File: src/rtl/tgti_pkg.sv
// ----------------------------------------------------------------------------
// tgti_pkg: shared types and tables of the terrain grid triangle indexer
// Holds the patch descriptor that runs from the front end to the back end,
// the register and request codes, and the triangle shape tables.
// ----------------------------------------------------------------------------
`default_nettype none

package tgti_pkg;

	// Width of an intermediate vertex index (row * width + column fits)
	localparam int IDX_W   = 18;
	// Width of a patch origin coordinate (127 * 4)
	localparam int ORG_W   = 9;
	// Width of the configuration register index
	localparam int CFG_IDX_W = 2;

	// Configuration register indexes
	localparam logic [CFG_IDX_W-1:0] REG_GRID_WIDTH  = 2'd0;
	localparam logic [CFG_IDX_W-1:0] REG_GRID_HEIGHT = 2'd1;

	// Request kinds
	localparam logic REQ_FINE   = 1'b0;
	localparam logic REQ_COARSE = 1'b1;

	// Segment of the last triangle group in a patch
	localparam logic [2:0] SEG_LAST = 3'd7;

	// One triangle as three (column, row) offsets from the patch origin
	typedef struct packed {
		logic [2:0] ac;
		logic [2:0] ar;
		logic [2:0] bc;
		logic [2:0] br;
		logic [2:0] cc;
		logic [2:0] cr;
	} tri_t;

	// Classified patch, queued between front and back end
	typedef struct packed {
		logic             coarse;
		logic             in_range;
		logic             top;
		logic             left;
		logic             right;
		logic             bottom;
		logic [IDX_W-1:0] base;
	} patch_desc_t;

	// Triangle shape for a segment; a split segment gives two triangles
	function automatic tri_t tri_shape(input logic coarse, input logic [2:0] seg,
		input logic split, input logic sub);
		logic [5:0] key;
		tri_t       shape;
		key = coarse ? {1'b1, split, sub, seg} : {3'b000, seg};
		unique case (key)
			// fine 2x2 patch
			6'b000_000: shape = {3'd0, 3'd0, 3'd1, 3'd0, 3'd1, 3'd1};
			6'b000_001: shape = {3'd0, 3'd0, 3'd1, 3'd1, 3'd0, 3'd1};
			6'b000_010: shape = {3'd1, 3'd0, 3'd2, 3'd0, 3'd1, 3'd1};
			6'b000_011: shape = {3'd1, 3'd1, 3'd2, 3'd0, 3'd2, 3'd1};
			6'b000_100: shape = {3'd0, 3'd1, 3'd1, 3'd1, 3'd0, 3'd2};
			6'b000_101: shape = {3'd1, 3'd1, 3'd1, 3'd2, 3'd0, 3'd2};
			6'b000_110: shape = {3'd1, 3'd1, 3'd2, 3'd1, 3'd2, 3'd2};
			6'b000_111: shape = {3'd1, 3'd1, 3'd2, 3'd2, 3'd1, 3'd2};
			// coarse 4x4 patch, unsplit segments
			6'b100_000: shape = {3'd0, 3'd0, 3'd2, 3'd0, 3'd2, 3'd2};
			6'b100_001: shape = {3'd0, 3'd0, 3'd2, 3'd2, 3'd0, 3'd2};
			6'b100_010: shape = {3'd2, 3'd0, 3'd4, 3'd0, 3'd2, 3'd2};
			6'b100_011: shape = {3'd2, 3'd2, 3'd4, 3'd0, 3'd4, 3'd2};
			6'b100_100: shape = {3'd0, 3'd2, 3'd2, 3'd2, 3'd0, 3'd4};
			6'b100_101: shape = {3'd2, 3'd2, 3'd2, 3'd4, 3'd0, 3'd4};
			6'b100_110: shape = {3'd2, 3'd2, 3'd4, 3'd2, 3'd4, 3'd4};
			6'b100_111: shape = {3'd2, 3'd2, 3'd4, 3'd4, 3'd2, 3'd4};
			// coarse, first half of a stitched segment
			6'b110_000: shape = {3'd0, 3'd0, 3'd1, 3'd0, 3'd2, 3'd2};
			6'b110_001: shape = {3'd0, 3'd0, 3'd2, 3'd2, 3'd0, 3'd1};
			6'b110_010: shape = {3'd3, 3'd0, 3'd4, 3'd0, 3'd2, 3'd2};
			6'b110_011: shape = {3'd2, 3'd2, 3'd4, 3'd0, 3'd4, 3'd1};
			6'b110_100: shape = {3'd0, 3'd2, 3'd2, 3'd2, 3'd0, 3'd3};
			6'b110_101: shape = {3'd2, 3'd2, 3'd2, 3'd4, 3'd1, 3'd4};
			6'b110_110: shape = {3'd2, 3'd2, 3'd4, 3'd2, 3'd4, 3'd3};
			6'b110_111: shape = {3'd2, 3'd2, 3'd4, 3'd4, 3'd3, 3'd4};
			// coarse, second half of a stitched segment
			6'b111_000: shape = {3'd1, 3'd0, 3'd2, 3'd0, 3'd2, 3'd2};
			6'b111_001: shape = {3'd0, 3'd1, 3'd2, 3'd2, 3'd0, 3'd2};
			6'b111_010: shape = {3'd2, 3'd0, 3'd3, 3'd0, 3'd2, 3'd2};
			6'b111_011: shape = {3'd2, 3'd2, 3'd4, 3'd1, 3'd4, 3'd2};
			6'b111_100: shape = {3'd0, 3'd3, 3'd2, 3'd2, 3'd0, 3'd4};
			6'b111_101: shape = {3'd2, 3'd2, 3'd1, 3'd4, 3'd0, 3'd4};
			6'b111_110: shape = {3'd2, 3'd2, 3'd4, 3'd3, 3'd4, 3'd4};
			6'b111_111: shape = {3'd2, 3'd2, 3'd3, 3'd4, 3'd2, 3'd4};
			default:    shape = '0;
		endcase
		return shape;
	endfunction

endpackage

`default_nettype wire

File: src/rtl/tgti_front.sv
// ----------------------------------------------------------------------------
// tgti_front: patch classifier
// Accepts a patch request, works out its origin, range and border flags and
// the base vertex index, and hands a descriptor to the queue.
// ----------------------------------------------------------------------------
`default_nettype none

module tgti_front
	import tgti_pkg::*;
(
	input  wire logic        clk,
	input  wire logic        arst_n,
	input  wire logic        s_tvalid,
	output logic             s_tready,
	input  wire logic [15:0] s_tdata,      // patch_col[6:0], patch_row[13:7], zero pad
	input  wire logic        s_tuser,      // req_type
	input  wire logic [7:0]  grid_width,
	input  wire logic [7:0]  grid_height,
	output logic             desc_valid,
	input  wire logic        desc_ready,
	output patch_desc_t      desc
);

	logic             v_s1;
	patch_desc_t      desc_s1;
	patch_desc_t      desc_new;
	logic [6:0]       col;
	logic [6:0]       row;
	logic [ORG_W-1:0] org_c;
	logic [ORG_W-1:0] org_r;
	logic [16:0]      row_prod;

	// Classify the incoming patch
	always_comb begin
		col   = s_tdata[6:0];
		row   = s_tdata[13:7];
		org_c = (s_tuser == REQ_COARSE) ? {col, 2'b00} : {1'b0, col, 1'b0};
		org_r = (s_tuser == REQ_COARSE) ? {row, 2'b00} : {1'b0, row, 1'b0};
		row_prod = 17'(org_r) * 17'(grid_width);
		desc_new.coarse   = (s_tuser == REQ_COARSE);
		desc_new.in_range = (({1'b0, org_c} + 10'd2) < {2'b00, grid_width}) &&
			(({1'b0, org_r} + 10'd2) < {2'b00, grid_height});
		desc_new.top      = (row == 7'd0);
		desc_new.left     = (col == 7'd0);
		desc_new.right    = (({1'b0, org_c} + 10'd6) >= {2'b00, grid_width});
		desc_new.bottom   = (({1'b0, org_r} + 10'd6) >= {2'b00, grid_height});
		desc_new.base     = IDX_W'(row_prod) + IDX_W'(org_c);
	end

	assign s_tready   = !v_s1 || desc_ready;
	assign desc_valid = v_s1;
	assign desc       = desc_s1;

	// Hold the classified patch until the queue takes it
	always_ff @(posedge clk or negedge arst_n) begin
		if (!arst_n) begin
			v_s1 <= 1'b0;
		end else if (s_tready) begin
			v_s1 <= s_tvalid;
		end
	end

	always_ff @(posedge clk) begin
		if (s_tvalid && s_tready) begin
			desc_s1 <= desc_new;
		end
	end

endmodule

`default_nettype wire

File: src/rtl/tgti_fifo.sv
// ----------------------------------------------------------------------------
// tgti_fifo: patch descriptor queue
// Short first-in first-out queue that decouples the classifier from the
// triangle sequencer.
// ----------------------------------------------------------------------------
`default_nettype none

module tgti_fifo
	import tgti_pkg::*;
#(
	parameter int DEPTH = 4
) (
	input  wire logic  clk,
	input  wire logic  arst_n,
	input  wire logic  push_valid,
	output logic       push_ready,
	input  wire patch_desc_t push_data,
	output logic       pop_valid,
	input  wire logic  pop_ready,
	output patch_desc_t pop_data
);

	localparam int PTR_W = (DEPTH > 1) ? $clog2(DEPTH) : 1;
	localparam int CNT_W = $clog2(DEPTH + 1);

	patch_desc_t      mem [DEPTH];
	logic [PTR_W-1:0] wr_ptr_q;
	logic [PTR_W-1:0] rd_ptr_q;
	logic [CNT_W-1:0] cnt_q;
	logic             push;
	logic             pop;

	assign push_ready = (cnt_q != CNT_W'(DEPTH));
	assign pop_valid  = (cnt_q != '0);
	assign push       = push_valid && push_ready;
	assign pop        = pop_valid && pop_ready;
	assign pop_data   = mem[rd_ptr_q];

	// Advance pointers and occupancy
	always_ff @(posedge clk or negedge arst_n) begin
		if (!arst_n) begin
			wr_ptr_q <= '0;
			rd_ptr_q <= '0;
			cnt_q    <= '0;
		end else begin
			if (push) begin
				wr_ptr_q <= (wr_ptr_q == PTR_W'(DEPTH - 1)) ? '0 : wr_ptr_q + 1'b1;
			end
			if (pop) begin
				rd_ptr_q <= (rd_ptr_q == PTR_W'(DEPTH - 1)) ? '0 : rd_ptr_q + 1'b1;
			end
			if (push && !pop) begin
				cnt_q <= cnt_q + 1'b1;
			end else if (pop && !push) begin
				cnt_q <= cnt_q - 1'b1;
			end
		end
	end

	// Store the pushed beat
	always_ff @(posedge clk) begin
		if (push) begin
			mem[wr_ptr_q] <= push_data;
		end
	end

endmodule

`default_nettype wire

File: src/rtl/tgti_back.sv
// ----------------------------------------------------------------------------
// tgti_back: triangle sequencer
// Steps through the triangle segments of one queued patch, one triangle a
// cycle while the output is not stalled, and drives the output register.
// ----------------------------------------------------------------------------
`default_nettype none

module tgti_back
	import tgti_pkg::*;
(
	input  wire logic        clk,
	input  wire logic        arst_n,
	input  wire logic [7:0]  grid_width,
	input  wire logic        desc_valid,
	output logic             desc_ready,
	input  wire patch_desc_t desc,
	output logic             m_tvalid,
	input  wire logic        m_tready,
	output logic [47:0]      m_tdata,      // vert_a[15:0], vert_b[31:16], vert_c[47:32]
	output logic             m_tuser,      // in_range
	output logic             m_tlast       // last_tri
);

	logic        busy_q;
	patch_desc_t desc_q;
	logic [2:0]  seg_q;
	logic        sub_q;
	logic        m_tvalid_q;
	logic [47:0] m_tdata_q;
	logic        m_tuser_q;
	logic        m_tlast_q;

	logic        out_ready;
	logic        emit;
	logic        pop;
	logic        split;
	logic        last;
	tri_t        shape;
	logic [47:0] tri_data;
	logic [IDX_W-1:0] va_idx;
	logic [IDX_W-1:0] vb_idx;
	logic [IDX_W-1:0] vc_idx;

	// Vertex index: base plus row offset plus column offset
	function automatic logic [IDX_W-1:0] vtx_index(input logic [IDX_W-1:0] base,
		input logic [7:0] w, input logic [2:0] dc, input logic [2:0] dr);
		logic [IDX_W-1:0] wx;
		logic [IDX_W-1:0] row_off;
		wx = IDX_W'(w);
		unique case (dr)
			3'd0:    row_off = '0;
			3'd1:    row_off = wx;
			3'd2:    row_off = wx << 1;
			3'd3:    row_off = (wx << 1) + wx;
			3'd4:    row_off = wx << 2;
			default: row_off = '0;
		endcase
		return base + row_off + IDX_W'(dc);
	endfunction

	// Pick the stitch flag of the current segment and build its triangle
	always_comb begin
		unique case (seg_q)
			3'd0, 3'd2: split = desc_q.top;
			3'd1, 3'd4: split = desc_q.left;
			3'd3, 3'd6: split = desc_q.right;
			3'd5, 3'd7: split = desc_q.bottom;
			default:    split = 1'b0;
		endcase
		split = split && desc_q.coarse;
		shape = tri_shape(desc_q.coarse, seg_q, split, sub_q);
		last  = !desc_q.in_range || ((seg_q == SEG_LAST) && (!split || sub_q));
		va_idx = vtx_index(desc_q.base, grid_width, shape.ac, shape.ar);
		vb_idx = vtx_index(desc_q.base, grid_width, shape.bc, shape.br);
		vc_idx = vtx_index(desc_q.base, grid_width, shape.cc, shape.cr);
		if (desc_q.in_range) begin
			tri_data = {vc_idx[15:0], vb_idx[15:0], va_idx[15:0]};
		end else begin
			tri_data = '0;
		end
	end

	assign out_ready  = !m_tvalid_q || m_tready;
	assign emit       = busy_q && out_ready;
	assign desc_ready = !busy_q || (emit && last);
	assign pop        = desc_valid && desc_ready;

	// Load a patch and step through its segments
	always_ff @(posedge clk or negedge arst_n) begin
		if (!arst_n) begin
			busy_q <= 1'b0;
			seg_q  <= '0;
			sub_q  <= 1'b0;
		end else if (pop) begin
			busy_q <= 1'b1;
			seg_q  <= '0;
			sub_q  <= 1'b0;
		end else if (emit && last) begin
			busy_q <= 1'b0;
			seg_q  <= '0;
			sub_q  <= 1'b0;
		end else if (emit) begin
			if (split && !sub_q) begin
				sub_q <= 1'b1;
			end else begin
				seg_q <= seg_q + 1'b1;
				sub_q <= 1'b0;
			end
		end
	end

	always_ff @(posedge clk) begin
		if (pop) begin
			desc_q <= desc;
		end
	end

	// Output register: take a new beat whenever the old one leaves
	always_ff @(posedge clk or negedge arst_n) begin
		if (!arst_n) begin
			m_tvalid_q <= 1'b0;
		end else if (emit) begin
			m_tvalid_q <= 1'b1;
		end else if (m_tready) begin
			m_tvalid_q <= 1'b0;
		end
	end

	always_ff @(posedge clk) begin
		if (emit) begin
			m_tdata_q <= tri_data;
			m_tuser_q <= desc_q.in_range;
			m_tlast_q <= last;
		end
	end

	assign m_tvalid = m_tvalid_q;
	assign m_tdata  = m_tdata_q;
	assign m_tuser  = m_tuser_q;
	assign m_tlast  = m_tlast_q;

	// An out-of-range patch gives a single, final beat
	a_oor_last: assert property (@(posedge clk) disable iff (!arst_n)
		(m_tvalid_q && !m_tuser_q) |-> m_tlast_q)
		else $error("out-of-range beat without last");

	// A fine patch never takes the second half of a segment
	a_fine_nosplit: assert property (@(posedge clk) disable iff (!arst_n)
		(busy_q && !desc_q.coarse) |-> !sub_q)
		else $error("fine patch in split half");

	// The sequencer rests at the first segment when idle
	a_idle_home: assert property (@(posedge clk) disable iff (!arst_n)
		!busy_q |-> (seg_q == 3'd0) && !sub_q)
		else $error("idle sequencer off its first segment");

	// After the last triangle the sequencer goes idle or starts a new patch
	a_last_reload: assert property (@(posedge clk) disable iff (!arst_n)
		(emit && last && !desc_valid) |=> !busy_q)
		else $error("sequencer stayed busy after last triangle");

endmodule

`default_nettype wire

File: src/rtl/terrain_grid_triangle_indexer.sv
// ----------------------------------------------------------------------------
// terrain_grid_triangle_indexer: patch to triangle index generator
// Turns a fine or coarse patch request of a row-major vertex grid into its
// triangles as three vertex indices each, stitching coarse borders.
// ----------------------------------------------------------------------------
//
//  channel  | signals                           | beat
//  ---------+-----------------------------------+--------------------------------
//  s        | s_tvalid s_tready s_tdata s_tuser | one patch request
//  m        | m_tvalid m_tready m_tdata m_tuser | one triangle (m_tlast on final)
//           | m_tlast                           |
//  cfg      | cfg_valid cfg_ready cfg_index     | one grid register write
//           | cfg_data                          |
//
//  A patch inside the grid gives 8 triangles (fine, or coarse with no
//  stitched border) up to 16 (coarse patch stitched on all four borders)
//  from the triangle sequencer, which gives one triangle a cycle while the
//  output is not stalled; a patch outside the grid gives a single beat.
//  Requests are taken one a cycle into a classifier stage and a queue of
//  QUEUE_DEPTH patches, so they stall only when the queue is full.
//  A request passes the classifier register, the queue, the patch register and the output register.
//  Reset sets both grid registers to 65; cfg_ready stays high.
//
`default_nettype none

module terrain_grid_triangle_indexer
	import tgti_pkg::*;
#(
	parameter int QUEUE_DEPTH = 4
) (
	input  wire logic                 clk,
	input  wire logic                 arst_n,
	input  wire logic                 s_tvalid,
	output logic                      s_tready,
	input  wire logic [15:0]          s_tdata,    // patch_col[6:0], patch_row[13:7], zero pad
	input  wire logic                 s_tuser,    // req_type
	output logic                      m_tvalid,
	input  wire logic                 m_tready,
	output logic [47:0]               m_tdata,    // vert_a[15:0], vert_b[31:16], vert_c[47:32]
	output logic                      m_tuser,    // in_range
	output logic                      m_tlast,    // last_tri
	input  wire logic                 cfg_valid,
	output logic                      cfg_ready,
	input  wire logic [CFG_IDX_W-1:0] cfg_index,
	input  wire logic [7:0]           cfg_data
);

	logic [7:0]  grid_width_q;
	logic [7:0]  grid_height_q;
	logic        front_valid;
	logic        front_ready;
	patch_desc_t front_desc;
	logic        back_valid;
	logic        back_ready;
	patch_desc_t back_desc;

	assign cfg_ready = 1'b1;

	// Grid size registers
	always_ff @(posedge clk or negedge arst_n) begin
		if (!arst_n) begin
			grid_width_q  <= 8'd65;
			grid_height_q <= 8'd65;
		end else if (cfg_valid && cfg_ready) begin
			if (cfg_index == REG_GRID_WIDTH) begin
				grid_width_q <= cfg_data;
			end else if (cfg_index == REG_GRID_HEIGHT) begin
				grid_height_q <= cfg_data;
			end
		end
	end

	tgti_front u_front (
		.clk         (clk),
		.arst_n      (arst_n),
		.s_tvalid    (s_tvalid),
		.s_tready    (s_tready),
		.s_tdata     (s_tdata),
		.s_tuser     (s_tuser),
		.grid_width  (grid_width_q),
		.grid_height (grid_height_q),
		.desc_valid  (front_valid),
		.desc_ready  (front_ready),
		.desc        (front_desc)
	);

	tgti_fifo #(
		.DEPTH (QUEUE_DEPTH)
	) u_fifo (
		.clk        (clk),
		.arst_n     (arst_n),
		.push_valid (front_valid),
		.push_ready (front_ready),
		.push_data  (front_desc),
		.pop_valid  (back_valid),
		.pop_ready  (back_ready),
		.pop_data   (back_desc)
	);

	tgti_back u_back (
		.clk        (clk),
		.arst_n     (arst_n),
		.grid_width (grid_width_q),
		.desc_valid (back_valid),
		.desc_ready (back_ready),
		.desc       (back_desc),
		.m_tvalid   (m_tvalid),
		.m_tready   (m_tready),
		.m_tdata    (m_tdata),
		.m_tuser    (m_tuser),
		.m_tlast    (m_tlast)
	);

endmodule

`default_nettype wire

File: config.mk
export PLATFORM = sky130hd
export DESIGN_NAME = terrain_grid_triangle_indexer
export DESIGN_NICKNAME = d
export VERILOG_FILES = /design/src/rtl/tgti_pkg.sv /design/src/rtl/tgti_front.sv /design/src/rtl/tgti_fifo.sv /design/src/rtl/tgti_back.sv /design/src/rtl/terrain_grid_triangle_indexer.sv
export SDC_FILE = /design/constraint.sdc
export NUM_CORES = 1
export LEC_CHECK = 0
export BUFFER_PORTS_ARGS = -buffer_cell sky130_fd_sc_hd__buf_2
export CAP_MARGIN = 20
export CORE_MARGIN = 1.5
export CORE_UTILIZATION = 46
export DETAILED_ROUTE_END_ITERATION = 10
export MAX_ROUTING_LAYER = met4
export REMOVE_ABC_BUFFERS = 1
export SYNTH_ARGS = -nofsm -noshare
export SYNTH_HDL_FRONTEND = slang
export SYNTH_SLANG_ARGS = --single-unit
File: constraint.sdc
create_clock -name clk -period 5.9 [get_ports clk]
set_input_delay 1.18 -clock clk [delete_from_list [all_inputs] [get_ports clk]]
set_output_delay 1.18 -clock clk [all_outputs]
set_load 0.005 [all_outputs]
==> flow_results.org <==
** Timing
- Clock tree skew after final layout :: about 0.012 ns
- Hold slack final :: 0.493 ns
- Max_slew headroom :: 28.5%
- Top achievable clock speed :: 181 MHz
- Finish-stage setup viols :: 0
- Setup repair after global routing left no endpoint under its margin.
- Counting I/O delays and the setup requirement, the final critical path takes 5.54 ns.
- The max-slew violation count is 0.
- At the pin with the least slew margin, the transition time is 1.07 ns.
- Hold violation count in the final report :: 0
- Of the available clock period, the critical path in the final layout requires 93.9%.

** Synthesis
- By area the synthesized netlist is led by sky130_fd_sc_hd__edfxtp_1 37%, sky130_fd_sc_hd__ha_1 12%, sky130_fd_sc_hd__fa_1 7.4%.
- List of most frequent post-synthesis cells :: 176 x sky130_fd_sc_hd__edfxtp_1, 143 x sky130_fd_sc_hd__ha_1, 116 x sky130_fd_sc_hd__nand2_1
- Netlist Area Pre-Place :: 14400 sq um
- Sequential cells were found to cover 41.9% of the synthesized design area.
- Dividing the synthesized area by the synthesized cell count gives approximately 11 sq um.
- In the synthesized netlist the async set-or-reset flop fraction comes to 14.6%.
- Top FF cell, synth :: sky130_fd_sc_hd__edfxtp_1
- Number of enable-type register cells in the synthesized netlist :: between 150 and 200
- Most common cell in the netlist :: sky130_fd_sc_hd__edfxtp_1
- Syn. warnings :: 0
- In this run, synthesis produced a sequential element count of 206.
- Area leader, netlist :: sky130_fd_sc_hd__edfxtp_1
- After technology mapping, the gate count stands at 1299.
- The number of different library cells used by synthesis comes to 80.
- Top-area cell type share of the netlist area :: 36.7%

** Worst setup path
- Reg2Reg Setup Slack :: ~0.36 ns
- End of the worst register-to-register path :: u_back.m_tdata[27]
- Critical path type :: flip-flop to flip-flop
- Worst endpoint data arrival time :: between 5 and 6 ns
- For the worst flop-to-flop path, the logic depth is 21.
- STA classifies the critical path startpoint as a flip-flop.
- Critical Path Fanout Max :: 8
- The worst setup path is captured at a flip-flop.
- Crit path required time :: 6.16 ns
- The worst register-to-register path begins at u_back.seg_q[1].

** Status
- The final reports fail on DRC.
- Status :: finished with violations

** Drt
- Using the TritonRoute via totals, the vias-per-cell ratio works out to about 5.4.
- Routed wire length per instance :: roughly 17 um
- Residual DRC count :: 10
- After detailed routing, the total wire length is approximately 31000 um.
- The count of nets left with antenna violations once routing finished came out at 0.
- TritonRoute pass-1 iters :: 8
- The routed layout has 10000 vias.
- DR iter-0 viols :: 575

** Floorplanning
- Number of placed I/O pins :: 85
- The initial utilization of the core area, before any placement, comes to 46.9%.
- The total area inside the core boundary comes to 30700 sq um.
- Die Span Y :: 180 um
- After floorplanning, the core was divided into 64 placement rows.
- Floorplan die width :: 180 um
- The floorplan step defined a die boundary enclosing 32400 sq um.

** Finish
- In the final layout, flip-flops and latches occupy 6040 sq um.
- Number of standard cells in the final layout excluding fillers :: 1851
- In the final layout, the share of cells above drive strength 1 is 16.8%.
- After filler insertion, the fill cell instance count of the layout stands at 2772.
- Area added between synthesis and finish :: 14.5%
- In the final layout, the multi-input gates occupy 7760 sq um.
- Antenna Diode Count :: 0
- At the end of the flow, the number of nets in the layout was 1668.
- At the end of the flow the core is filled with cells to 53.6%.

** Place
- Including well taps, the total number of placed cells is 1807.
- GP Congestion :: 0.901
- Detail Placement HPWL :: approximately 24000 um
- Number of buffers inserted by port buffering :: 81

** Pwr
- For this design the static power due to leakage is between 7 and 8 nW.
- Cell internal power was estimated by the tool at 5.24 mW.
- For this design the ratio of total power to cell area is 515 nW/um^2.
- Net switching is 38.3% of the power.
- IR drop worst, VDD :: 0.252 mV
- Combinational group share of total power :: 53.8%
- Of the total power, registers draw 30.9%.
- The clock network accounts for 15.3% of the total power.
- After layout, the design draws a total of 8.49 mW.
- In this run the power spent charging and discharging nets is around 3.2 mW.

** Clocking
- Clock transition time at the flip-flop clock pins of the worst setup and hold paths :: 0.06 ns
- CTS tree :: yes
- Count of clock tree sinks :: 206
- CTS built an H-tree with a depth of 1.
- Maximum buffer depth of the clock tree :: 3
- Counting the buffers created by CTS gives 22.
- Buffer cell driving the clock tree root :: sky130_fd_sc_hd__clkbuf_16
- In this run, post-CTS hold repair placed 0 buffers.
- The clock reaches the later pin of the worst-skew pair after 0.50 ns.

** Hold path
- Number of cells traversed by the worst hold path :: 0
- The startpoint identified for the worst hold timing path is u_front.desc[8].
- Worst hold endpoint :: u_fifo.mem[3][8]
- The path class of the tightest hold or removal check is flip-flop to flip-flop.

** Global routing
- The via count of the first global-routing pass was 9714.
- Number of antenna violations at the first check in global routing :: 0
- In the global route stage, overall resource usage came out at 19.9%.
- Entering global routing, the biggest net connects 51 pins.
- Overflow left after global routing :: 0
- First-pass GRT wire length :: 50400 um

** Run
- Max-cap violations in this run came to 0.
[registers in the layout, summed over array words and instances, names as in the netlist, 2 cells and up]
register         count
grid_height_q        8
grid_width_q         8
u_back.desc_q       21
u_back.m_tdata      48
u_back.seg_q         3
u_fifo.cnt_q         3
u_fifo.mem          84
u_fifo.rd_ptr_q      2
u_fifo.wr_ptr_q      2
u_front.desc        21
[per-stage QoR]
step / area, sq um / worst slack, ns / TNS (ns)
after floorplan: 14200 / 0.269 / 0
after global placement: 15700 / -0.0151 / -0.0151
after detailed placement: 15700 / -0.0434 / -0.0564
after CTS: 16400 / 0.229 / 0
after global routing: 16500 / 0.0352 / 0
final: 16500 / 0.361 / 0
[routing by layer]
| layer | GRT usage [%] | routed length, um | up-vias |
|---|---|---|---|
| li1 | - | - | 4930 |
| met1 | 26.1 | 14200 | 4861 |
| met2 | 33.5 | 15400 | 213 |
| met3 | 2.05 | 1260 | 35 |
| met4 | 4.47 | 472 | 0 |
| met5 | - | 0 | - |
[layout by cell type, fill, tap and decap left out, drive strengths merged, types with 17 or more instances in the layout]
cell type  instances
o21a              21
inv              114
clkbuf            25
edfxtp           176
dfrtp             26
nor2              93
o21ai             50
nand3             21
fa                53
nor2b             22
nand2b            17
and2              43
a21oi             60
mux4              22
mux2i             30
xnor2             44
nand2            116
buf              161
ha               143
[kinds of logic after synthesis]
kind of cell             count (synthesis)  synth area share (%)
flip-flops                             206                  41.9
buffers and inverters                  159                  4.26
multiplexers                            66                  6.62
AO/OA/AOI/OAI                          233                  10.9
AND/OR/NAND/NOR                        380                  12.9
XOR/XNOR                                58                  3.52
adder cells (fa/ha/maj)                196                  19.8
other                                    1                0.0260
[power by group through the flow]
| stage | Combinational (mW) | Clock, mW | Sequential, mW |
|---|---|---|---|
| 5_1_grt | 5.13 | 1.39 | 2.68 |
| 3_3_place_gp | 4.44 | 0 | 2.64 |
| 4_1_cts | 4.55 | 1.34 | 2.64 |
| 3_5_place_dp | 4.50 | 0 | 2.66 |
| 2_1_floorplan | 3.04 | 0 | 2.67 |
| 6_report | 4.56 | 1.30 | 2.62 |
[worst max-delay path: stages, from the launching register on]
cell and delay, ns:
sky130_fd_sc_hd__dfrtp_2 0.46, sky130_fd_sc_hd__ha_1 0.28, sky130_fd_sc_hd__ha_1 0.27, sky130_fd_sc_hd__and2_1 0.17, sky130_fd_sc_hd__a221o_2 0.38, sky130_fd_sc_hd__o31ai_4 0.34, sky130_fd_sc_hd__buf_4 0.21, sky130_fd_sc_hd__a21boi_2 0.12
sky130_fd_sc_hd__nand2_1 0.16, sky130_fd_sc_hd__and2_1 0.15, sky130_fd_sc_hd__o21ai_0 0.19, sky130_fd_sc_hd__fa_1 0.57, sky130_fd_sc_hd__ha_1 0.17, sky130_fd_sc_hd__inv_1 0.05, sky130_fd_sc_hd__fa_1 0.39, sky130_fd_sc_hd__nor2b_1 0.16
sky130_fd_sc_hd__o21ai_0 0.12, sky130_fd_sc_hd__a21oi_1 0.28, sky130_fd_sc_hd__o221ai_1 0.21, sky130_fd_sc_hd__o21a_1 0.30, sky130_fd_sc_hd__xnor2_1 0.14, sky130_fd_sc_hd__and2_1 0.16
[layout make-up]
cell class / instances / share of cell area, %
inverters: 115 / 2.62
well taps: 396 / 3.00
flip-flops and latches: 206 / 36.6
repair buffers: 161 / 6.58
clock buffers: 25 / 3.53
multi-input cells: 934 / 47.0
clock inverters: 14 / 0.592
[worst max-delay path by stage]
stage	cells after the start	start	slack (ns)	end
finish	21	u_back.seg_q[1]	0.36	u_back.m_tdata[27]
global route	21	u_back.seg_q[1]	0.04	u_back.m_tdata[27]
CTS	21	u_back.seg_q[1]	0.23	u_back.m_tdata[27]
detailed placement	15	s_tuser	-0.04	u_front.desc[15]
global placement	15	s_tuser	-0.02	u_front.desc[15]
floorplan	20	u_back.seg_q[0]	0.27	u_back.m_tdata[11]
[repair_timing]
action,in CTS,in global routing
setup endpoints to repair,0,6
buffers inserted,0,1
gates resized for setup,0,1
Note: power is estimated with default switching activity, not from simulation.
